==> src/rtl/core/nec_pkg.sv <==
// Package for the NFA epsilon-closure core: field widths, reset values and the
// control struct passed from the sequencer to the closure walk unit.
// No dependencies.
package nec_pkg;

    localparam int STATE_W       = 5;   // width of a state number field
    localparam int CFG_W         = 6;   // width of the num_states register
    localparam int MASK_W        = 32;  // width of a closure mask
    localparam int FIELD_NODES   = 32;  // states reachable by a 5-bit field
    localparam int MAX_NODES_DEF = 32;

    localparam logic [CFG_W-1:0] NUM_STATES_RST = CFG_W'(32);

    // Per-cycle command to the closure walk unit
    typedef struct packed {
        logic start;  // seed the walk with a single state
        logic step;   // expand the lowest pending state
    } t_walk_ctl;

endpackage

==> src/rtl/core/nec_edge_matrix.sv <==
// Epsilon adjacency bit matrix held in flip-flops: single-bit set per edge,
// one-hot row read for the walk, whole-matrix clear.
// Depends on nec_pkg.
module nec_edge_matrix #(
    parameter int ROWS = nec_pkg::MAX_NODES_DEF
) (
    input  logic                       i_clk,
    input  logic                       i_rst_n,
    input  logic                       i_wr_en,
    input  logic [nec_pkg::STATE_W-1:0] i_wr_from,
    input  logic [nec_pkg::STATE_W-1:0] i_wr_to,
    input  logic                       i_clear,
    input  logic [ROWS-1:0]            i_rd_sel,
    output logic [ROWS-1:0]            o_rd_row
);
    import nec_pkg::*;

    logic [ROWS-1:0] r_row [ROWS];
    logic [ROWS-1:0] w_row_hit;
    logic [ROWS-1:0] w_col_hit;

    always_comb begin
        for (int r = 0; r < ROWS; r++) begin
            w_row_hit[r] = i_wr_en && (i_wr_from == STATE_W'(r));
            w_col_hit[r] = (i_wr_to == STATE_W'(r));
        end
    end

    always_ff @(posedge i_clk) begin
        if (!i_rst_n) begin
            for (int r = 0; r < ROWS; r++) begin
                r_row[r] <= '0;
            end
        end else if (i_clear) begin
            for (int r = 0; r < ROWS; r++) begin
                r_row[r] <= '0;
            end
        end else begin
            for (int r = 0; r < ROWS; r++) begin
                if (w_row_hit[r]) begin
                    r_row[r] <= r_row[r] | w_col_hit;
                end
            end
        end
    end

    // AND-OR select of the row named by the one-hot pick
    always_comb begin
        o_rd_row = '0;
        for (int r = 0; r < ROWS; r++) begin
            o_rd_row = o_rd_row | (i_rd_sel[r] ? r_row[r] : '0);
        end
    end

endmodule

==> src/rtl/core/nec_closure_unit.sv <==
// Closure walk unit: holds the reached and expanded sets, isolates the lowest
// pending state each cycle and folds in that state's adjacency row.
// Depends on nec_pkg.
module nec_closure_unit #(
    parameter int WIDTH = nec_pkg::MAX_NODES_DEF
) (
    input  logic                        i_clk,
    input  nec_pkg::t_walk_ctl          i_ctl,
    input  logic [nec_pkg::STATE_W-1:0] i_seed,
    input  logic [WIDTH-1:0]            i_lim,
    input  logic [WIDTH-1:0]            i_row,
    output logic [WIDTH-1:0]            o_pick,
    output logic                        o_done,
    output logic [WIDTH-1:0]            o_work
);
    import nec_pkg::*;

    logic [WIDTH-1:0] r_work;
    logic [WIDTH-1:0] r_expanded;
    logic [WIDTH-1:0] n_work;
    logic [WIDTH-1:0] n_expanded;
    logic [WIDTH-1:0] w_pending;
    logic [WIDTH-1:0] w_seed_bit;

    always_comb begin
        for (int j = 0; j < WIDTH; j++) begin
            w_seed_bit[j] = (i_seed == STATE_W'(j));
        end
    end

    assign w_pending = r_work & ~r_expanded & i_lim;
    // lowest set bit of the pending set
    assign o_pick    = w_pending & (~w_pending + WIDTH'(1));
    assign o_done    = (w_pending == '0);
    assign o_work    = r_work;

    always_comb begin
        n_work     = r_work;
        n_expanded = r_expanded;
        if (i_ctl.start) begin
            n_work     = w_seed_bit;
            n_expanded = '0;
        end else if (i_ctl.step) begin
            n_work     = r_work | (i_row & i_lim);
            n_expanded = r_expanded | o_pick;
        end
    end

    always_ff @(posedge i_clk) begin
        r_work     <= n_work;
        r_expanded <= n_expanded;
    end

endmodule

==> src/rtl/core/nfa_epsilon_closure_core.sv <==
// NFA epsilon-closure core: stores epsilon edges, then emits one closure per state.
// Edges are taken one per cycle. The edge marked last starts the walk: each state
// is seeded, walked until none is pending, then held at the output while the
// sink stalls; the shared closure unit expands one state per cycle.
// Synchronous active-low reset clears the edge matrix and sets num_states to 32.
// Depends on nec_pkg, nec_edge_matrix and nec_closure_unit.
module nfa_epsilon_closure_core #(
    parameter int MAX_NODES = nec_pkg::MAX_NODES_DEF
) (
    input  logic                         i_clk,
    input  logic                         i_rst_n,
    input  logic                         i_cfg_we,
    input  logic [nec_pkg::CFG_W-1:0]    i_cfg_wdata,
    input  logic                         i_valid,
    output logic                         o_ready,
    input  logic [nec_pkg::STATE_W-1:0]  i_from_state,
    input  logic [nec_pkg::STATE_W-1:0]  i_to_state,
    input  logic                         i_is_epsilon,
    input  logic                         i_last_edge,
    output logic                         o_valid,
    input  logic                         i_ready,
    output logic [nec_pkg::STATE_W-1:0]  o_state_index,
    output logic [nec_pkg::MASK_W-1:0]   o_closure_mask,
    output logic                         o_last_result
);
    import nec_pkg::*;

    localparam int NR = (MAX_NODES < FIELD_NODES) ? MAX_NODES : FIELD_NODES;

    typedef enum logic [3:0] {
        ST_LOAD = 4'b0001,
        ST_INIT = 4'b0010,
        ST_WALK = 4'b0100,
        ST_EMIT = 4'b1000
    } t_state;

    t_state                r_state, n_state;
    logic [CFG_W-1:0]      r_num_states;
    logic [STATE_W-1:0]    r_idx, n_idx;
    logic [STATE_W-1:0]    r_out_index, n_out_index;
    logic [MASK_W-1:0]     r_out_mask, n_out_mask;
    logic                  r_out_last, n_out_last;

    logic [CFG_W-1:0]      w_nodes;
    logic [NR-1:0]         w_lim;
    logic                  w_in_xfer;
    logic                  w_out_xfer;
    logic                  w_wr_en;
    logic                  w_clear;
    t_walk_ctl             w_ctl;
    logic [NR-1:0]         w_pick;
    logic [NR-1:0]         w_row;
    logic                  w_done;
    logic [NR-1:0]         w_work;

    assign w_nodes = (r_num_states > CFG_W'(NR)) ? CFG_W'(NR) : r_num_states;

    always_comb begin
        for (int j = 0; j < NR; j++) begin
            w_lim[j] = (w_nodes > CFG_W'(j));
        end
    end

    assign o_ready    = (r_state == ST_LOAD);
    assign o_valid    = (r_state == ST_EMIT);
    assign w_in_xfer  = i_valid && o_ready;
    assign w_out_xfer = o_valid && i_ready;

    assign w_wr_en = w_in_xfer && i_is_epsilon
                     && (CFG_W'(i_from_state) < w_nodes)
                     && (CFG_W'(i_to_state) < w_nodes);
    // drop the edge set once the final closure has gone, or at once if no states
    assign w_clear = (w_in_xfer && i_last_edge && (w_nodes == '0))
                     || (w_out_xfer && r_out_last);

    nec_edge_matrix #(
        .ROWS (NR)
    ) u_matrix (
        .i_clk     (i_clk),
        .i_rst_n   (i_rst_n),
        .i_wr_en   (w_wr_en),
        .i_wr_from (i_from_state),
        .i_wr_to   (i_to_state),
        .i_clear   (w_clear),
        .i_rd_sel  (w_pick),
        .o_rd_row  (w_row)
    );

    nec_closure_unit #(
        .WIDTH (NR)
    ) u_walk (
        .i_clk  (i_clk),
        .i_ctl  (w_ctl),
        .i_seed (r_idx),
        .i_lim  (w_lim),
        .i_row  (w_row),
        .o_pick (w_pick),
        .o_done (w_done),
        .o_work (w_work)
    );

    always_comb begin
        n_state     = r_state;
        n_idx       = r_idx;
        n_out_index = r_out_index;
        n_out_mask  = r_out_mask;
        n_out_last  = r_out_last;
        w_ctl       = '0;
        unique case (r_state)
            ST_LOAD: begin
                if (w_in_xfer && i_last_edge && (w_nodes != '0)) begin
                    n_idx   = '0;
                    n_state = ST_INIT;
                end
            end
            ST_INIT: begin
                w_ctl.start = 1'b1;
                n_state     = ST_WALK;
            end
            ST_WALK: begin
                if (w_done) begin
                    n_out_index = r_idx;
                    n_out_mask  = MASK_W'(w_work & w_lim);
                    n_out_last  = ((CFG_W'(r_idx) + CFG_W'(1)) == w_nodes);
                    n_state     = ST_EMIT;
                end else begin
                    w_ctl.step = 1'b1;
                end
            end
            ST_EMIT: begin
                if (w_out_xfer) begin
                    if (r_out_last) begin
                        n_state = ST_LOAD;
                    end else begin
                        n_idx   = r_idx + STATE_W'(1);
                        n_state = ST_INIT;
                    end
                end
            end
            default: begin
                n_state = ST_LOAD;
            end
        endcase
    end

    always_ff @(posedge i_clk) begin
        if (!i_rst_n) begin
            r_state      <= ST_LOAD;
            r_idx        <= '0;
            r_num_states <= NUM_STATES_RST;
        end else begin
            r_state <= n_state;
            r_idx   <= n_idx;
            if (i_cfg_we) begin
                r_num_states <= i_cfg_wdata;
            end
        end
    end

    always_ff @(posedge i_clk) begin
        r_out_index <= n_out_index;
        r_out_mask  <= n_out_mask;
        r_out_last  <= n_out_last;
    end

    assign o_state_index  = r_out_index;
    assign o_closure_mask = r_out_mask;
    assign o_last_result  = r_out_last;

    // The input side is never open while a closure is on offer
    a_no_overlap: assert property (@(posedge i_clk) disable iff (!i_rst_n)
        o_valid |-> !o_ready)
        else $error("input ready while a closure is pending");

    // Every closure holds its own state
    a_self_in_closure: assert property (@(posedge i_clk) disable iff (!i_rst_n)
        o_valid |-> o_closure_mask[o_state_index])
        else $error("closure misses its own state");

    // No bits at or above the number of states in use
    a_mask_in_range: assert property (@(posedge i_clk) disable iff (!i_rst_n)
        o_valid |-> ((o_closure_mask & ~MASK_W'(w_lim)) == '0))
        else $error("closure bit beyond states in use");

    // Final closure transfer reopens the input side
    a_reopen: assert property (@(posedge i_clk) disable iff (!i_rst_n)
        (w_out_xfer && o_last_result) |=> o_ready)
        else $error("input not reopened after final closure");

    // Non-final transfer moves on to the next state
    a_advance: assert property (@(posedge i_clk) disable iff (!i_rst_n)
        (w_out_xfer && !o_last_result) |=> (r_idx == $past(o_state_index) + STATE_W'(1)))
        else $error("state index did not advance");

endmodule
==> config.mk <==
export PLATFORM = sky130hd
export DESIGN_NAME = nfa_epsilon_closure_core
export DESIGN_NICKNAME = d
export VERILOG_FILES = /design/src/rtl/core/nec_pkg.sv /design/src/rtl/core/nec_edge_matrix.sv /design/src/rtl/core/nec_closure_unit.sv /design/src/rtl/core/nfa_epsilon_closure_core.sv
export SDC_FILE = /design/constraint.sdc
export NUM_CORES = 2
export LEC_CHECK = 0
export ABC_AREA = 1
export BUFFER_PORTS_ARGS = -buffer_cell sky130_fd_sc_hd__buf_2
export CAP_MARGIN = 10
export CORE_MARGIN = 8
export CORE_UTILIZATION = 60
export DETAILED_ROUTE_END_ITERATION = 10
export GPL_TIMING_DRIVEN = 1
export PLACE_DENSITY = 0.8
export SETUP_SLACK_MARGIN = 0.3
export SYNTH_ARGS = -nofsm -noshare
export SYNTH_HDL_FRONTEND = slang
export SYNTH_SLANG_ARGS = --single-unit
==> constraint.sdc <==
create_clock -name i_clk -period 6.3 [get_ports i_clk]
set_input_delay 0 -clock i_clk [delete_from_list [all_inputs] [get_ports i_clk]]
set_output_delay 0 -clock i_clk [all_outputs]
set_load 0.1 [all_outputs]
Yosys cells after proc, flatten, opt, wreduce, memory -nomap -nowiden

Memories as Yosys holds them, arrays and structs flattened.
Cells that the tools add are included.
Widths: inputs -> output; s select.

Bitwise operators: 136
Mux-type cells: 243
$add $sub $neg: 3
Magnitude comparators: 35
Eq/ne operators: 102
Reduce and logical (&&, ||, !) cells: 53

Operators by type and width:

| cell                  | number |
|---|---|
| $mux 32               | 98 |
| $or 32x32->32         | 65 |
| $eq 5x5->1 const B    | 48 |
| $and 32x32->32        | 5 |
| $mux 1                | 135 |
| $eq 5x4->1 const B    | 24 |
| $gt 6x5->1 const B    | 16 |
| $not 32->32           | 2 |
| $or 1x1->1            | 64 |
| $eq 5x3->1 const B    | 12 |
| $gt 6x4->1 const B    | 8 |
| $logic_and 1x1->1     | 41 |
| $add 32x1->32 const B | 1 |
| $logic_not 32->1      | 1 |
| $eq 5x2->1 const B    | 6 |
| $gt 6x3->1 const B    | 4 |
| $pmux 4 s4            | 1 |
| $eq 5x1->1 const B    | 3 |
| $logic_not 5->1       | 3 |
| $mux 5                | 3 |
| $gt 6x1->1 const B    | 2 |
| $gt 6x2->1 const B    | 2 |
| $lt 5x6->1            | 2 |
| $mux 4                | 3 |
| other kinds (20)      | 23 |

Memories kept: 1
Input port bits: 23
Bits in writable memories: 1024
Logic and storage cells: 581
Bits in registers: 117
Output and inout bits: 40

Memory list:

| memory         | words | bits a word | rd ports | clocked after memory_dff | write ports | RTL line              | source |
|---|---|---|---|---|---|---|---|
| u_matrix.r_row | 32    | 32          | 32       | 0                        | 32          | nec_edge_matrix.sv:18 | `logic [ROWS-1:0] r_row [ROWS];` |

Longest topological paths before layout

Depth after elaboration: 43
Gate-level depth with buffers: 24

Cells and area by module

A second synthesis with hierarchy kept.

Cell total of the unflattened synthesis: 5933
Area, all modules: 55260.5 um^2

By module, submodules not included:

| module                   | area each (um^2) | cells each | sequential area each (um^2) | times used |
|---|---|---|---|---|
| nec_edge_matrix          | 48831.8          | 5142       | 30429.2                     | 1 |
| nec_closure_unit         | 3621.0           | 465        | 1601.5                      | 1 |
| nfa_epsilon_closure_core | 2807.7           | 326        | 1441.4                      | 1 |

Worst setup path before layout

No wires, ideal clock.

Kind: flip-flop to flip-flop
Start point: register r_state[1]
End point: memory u_matrix.r_row[1][0] (netlist name) (enable)
Clock period less this slack: 5.426 ns
Library setup time: 0.466 ns
Buffers on the path: 2
Slack: 0.874 ns
Data arrival time: 4.961 ns
Cell stages (with the launch flop): 10
Cells stage by stage: dfxtp_1 > nor2_1 > inv_1 > nor3_1 > nand3_1 > nand2_1 > nor2_1 > clkbuf_1 > clkbuf_1 > o21ai_0

RTL lines:

| item                   | RTL line                        | source |
|---|---|---|
| start, declared        | nfa_epsilon_closure_core.sv:37  | `t_state r_state, n_state;` |
| start signal, assigned | nfa_epsilon_closure_core.sv:152 | `r_state <= n_state;` |
| end, declared          | nec_edge_matrix.sv:18           |  |

Worst setup path after layout

Start point: register r_num_states[5]
End point: register r_state[3]

Longest elaborated chain between the ends: 7
Elaborated cells on any way between the ends: 41

Ends and longest elaborated chain:

| item                                | RTL line                        | source |
|---|---|---|
| start, declared                     | nfa_epsilon_closure_core.sv:38  | `logic [CFG_W-1:0] r_num_states;` |
| start signal, assigned              | nfa_epsilon_closure_core.sv:155 | `r_num_states <= i_cfg_wdata;` |
| $gt 6x6->1                          | nfa_epsilon_closure_core.sv:56  | `assign w_nodes = (r_num_states > CFG_W'(NR)) ? CFG_W'(NR) : r_num_states;` |
| $mux 6 *                            | nfa_epsilon_closure_core.sv:56  |  |
| $gt 6x1->1 (tied with other cells)  | nfa_epsilon_closure_core.sv:60  | `w_lim[j] = (w_nodes > CFG_W'(j));` |
| $and 32x32->32                      | nec_closure_unit.sv:31          | `assign w_pending = r_work & ~r_expanded & i_lim;` |
| $logic_not 32->1                    | nec_closure_unit.sv:34          | `assign o_done = (w_pending == '0);` |
| $ne 2x1->1 (no source line)         | -                               |  |
| $reduce_and 3->1 (no source line) * | -                               |  |

Mark *: on every way between the ends. The rest lies on a longest branch, timed or not.
A chain may end at the register's enable or synchronous reset.

==> results.ini <==
[critical_path]
path_cells=inv_4 > nand2_4 > nor2_1 > nand2_1 > nand2_1 > nand2_2 > nand2_2 > nor2_4 > nand2_1 > nor2_4 > nand3_1 > nand2_2 > inv_2 > nor2_2 > nand2_1 > a21oi_1 > dlygate4sd3_1
r2r_cells=17
required_ns=6.96
critPathKind=flop to flop
worst_setup_path_start_kind=flop
slowest_delay_ns=0.59
cp.arrival_ns=5.88
startpoint=r_num_states[5]
r2r_slack_ns=1.09
r2r_start=r_num_states[5]
slowest_stage=dfxtp_1
endpoint_kind=flop
cp_common_cell=nand2_1
crit_buf_inv=3
cpLargestDelayFamily=simple AND/OR/NAND/NOR gates
crit_fanout=24
worstReg2RegEnd=r_state[3]

[sta]
period_minus_slack_ns=5.21
fin_tns_setup_ns=0
tightest_slew_ns=1.40
post-route-period-util_pct=82.7
max-slew-margin-rel_pct=6.81
grt_setup_unrepaired=false
slew_violations=0
max_freq_mhz=192
fin_hold_ws_ns=0.0646
setup_viol=0
hold_viol=0
skew_ns=0.0314

[clock_tree]
cts.sink_count=1141
postCtsSetupBuffers=0
root_buffer=clkbuf_16
cts_tree=done
cts_buffer_depth=3
cts_hold_buffers=15
cts_buffers=118
clkLatencyLatePin_ns=0.75
cts_resized=0
clk_pin_slew_ns=0.06
cts_max_level=3

[synth]
ys_seq_area_share_pct=59.2
synth_edf_count=1062
synth_top_area_share_pct=56.4
async_flop_share_pct=0
syn_nets=6339
yosysWarningCount=0
syn-cell-area_sq_um=56500
synthCells=6302
avgSynthCellArea_sq_um=8.97
ys_ff_latch=1141
synthFlopType=edfxtp_1
synthDistinctLibCells=48
synthTopCellsByArea=edfxtp_1, a21oi_1, inv_1, nand2_1, nor2_1
synth.largest_area_cell=edfxtp_1

[final_layout]
utilization_pct=66.8
nNetsFinal=6334
drive_above_1_share_pct=8.09
stdcell_area_sq_um=62400
area_growth_pct=10.3

[hold_path]
whs_path_depth=4
hold_end=r_num_states[5]
hp-class=input port to flop
min_from=i_cfg_wdata[5]

[floorplan]
initial_utilization_pct=60.6
row_count=112
die_area_sq_um=104000
ios=63
chipHeight_um=323
core_area_sq_um=93300
dieWidth_um=323

[detailed_routing]
vias=48843
avgViaCountPerCell=6.38
routedWlPerCell_um=28.9
detail-route-antenna-nets=0
route.final.wire_length_um=221000
dr.pass1.iters=7
drc_errors=0
drt_first_iter_violations=8920

[pwr]
vdd_drop_max_uv=256
power_per_cell_area_nw_per_um2=300
p_seq_share_pct=48.0
clockPowerShare_pct=39.1
finalPower_w=0.0187
power.switching_w=0.00530
power_frac_comb_pct=12.9
sw_frac_of_total_pct=28.4
p_int_w=0.0134
p_leak_nw=25.4

[global_routing]
grt_max_degree=91
grt_pass1_wl_um=314000
grt.total_usage_pct=41.4
grt_pass1_vias=45644
overflow=0
antenna_found_initial=9

[place]
postPlaceCellArea_sq_um=58200
globalplace.congestion=1.09
hpwl_um=150000
portBuffers=62

[run_status]
status=completed

[flow_run]
drv_cap=0

## per-layer routing
layer	GRT usage, %	vias up	routed length (um)
li1	-	20811	-
met1	54.2	22977	76600
met2	59.1	4199	91300
met3	11.4	848	33000
met4	30.5	8	20300
met5	0	-	98
## through the flow
step                worst slack [ns]  std cells
floorplan                      0.874       6302
detailed placement              1.49       7416
global route                    1.07       7654
global placement                1.47       7416
CTS                             1.35       7654
finish                          1.09       7658
## layout make-up
class | count | area, sq um
flip-flops and latches | 1141 | 33500
clock buffers | 159 | 3250
diodes | 4 | 10.0
inverters | 1313 | 4930
repair buffers | 234 | 1700
fillers | 7544 | 31000
well taps | 1254 | 1570
clock inverters | 64 | 749
multi-input cells | 3489 | 16700
## cells in the mapped netlist (all sizes together) (3+ instances only)
cell	count
o22ai	44
a21oi	1011
nor2	684
nand2	838
a31oi	6
nand3b	3
edfxtp	1062
ha	14
inv	1304
o21ai	140
o21bai	7
nand4	262
xor2	3
nand3	404
buf	97
clkbuf	262
clkinv	9
nor3	20
a211oi	5
o21a	40
dfxtp	79
## sequential cells by signal, summed over array words and instances (netlist names)
register           cells
r_idx                  5
u_walk.r_expanded     32
o_last_result          1
u_matrix.r_row      1024
o_state_index          5
r_state                4
r_num_states           6
u_walk.o_work         32
o_closure_mask        32
## how the worst max path moves through the flow
stage | end | cells after the start | slack [ns]
6_report | r_state[3] | 17 | 1.09
2_1_floorplan | u_matrix.r_row[1][0] | 9 | 0.87
3_5_place_dp | r_idx[2] | 17 | 1.49
5_1_grt | r_state[3] | 17 | 1.07
3_3_place_gp | u_matrix.r_row[0][308] | 16 | 1.47
4_1_cts | r_state[3] | 17 | 1.35
## power by group through the flow
stage	combinational (W)	sequential, W	clock, W
after floorplan	0.00128	0.00903	0
after CTS	0.00227	0.00895	0.00727
after detailed placement	0.00225	0.00911	0
after global routing	0.00246	0.00900	0.00755
after global placement	0.00224	0.00909	0
final	0.00241	0.00896	0.00731
## cells by family after synthesis
kind of cell             count (synthesis)  share of synthesized area, %
AO/OA/AOI/OAI                         1257                          11.5
XOR/XNOR                                 3                        0.0465
adder cells (fa/ha/maj)                 14                         0.310
buffers and inverters                 1672                          11.4
flip-flops                            1141                          59.2
AND/OR/NAND/NOR                       2215                          17.5
## cells in the final DEF, fill, tap and decap left out, drive strengths merged, types with 15 or more instances in the layout
cell type	count
o21a	40
edfxtp	1062
inv	1294
o21ai	140
clkbuf	159
nand3	404
nand2	838
o22ai	44
nor3	20
clkinv	63
a21oi	1011
buf	219
dfxtp	79
nor2	684
nand4	262
dlygate4sd3	15
## worst min-delay path: cells and delay by family
kind	cells	cell delay, ns
compound gates	2	0.11
buf+inv	2	0.64
Power figures use the tool's default switching activity.
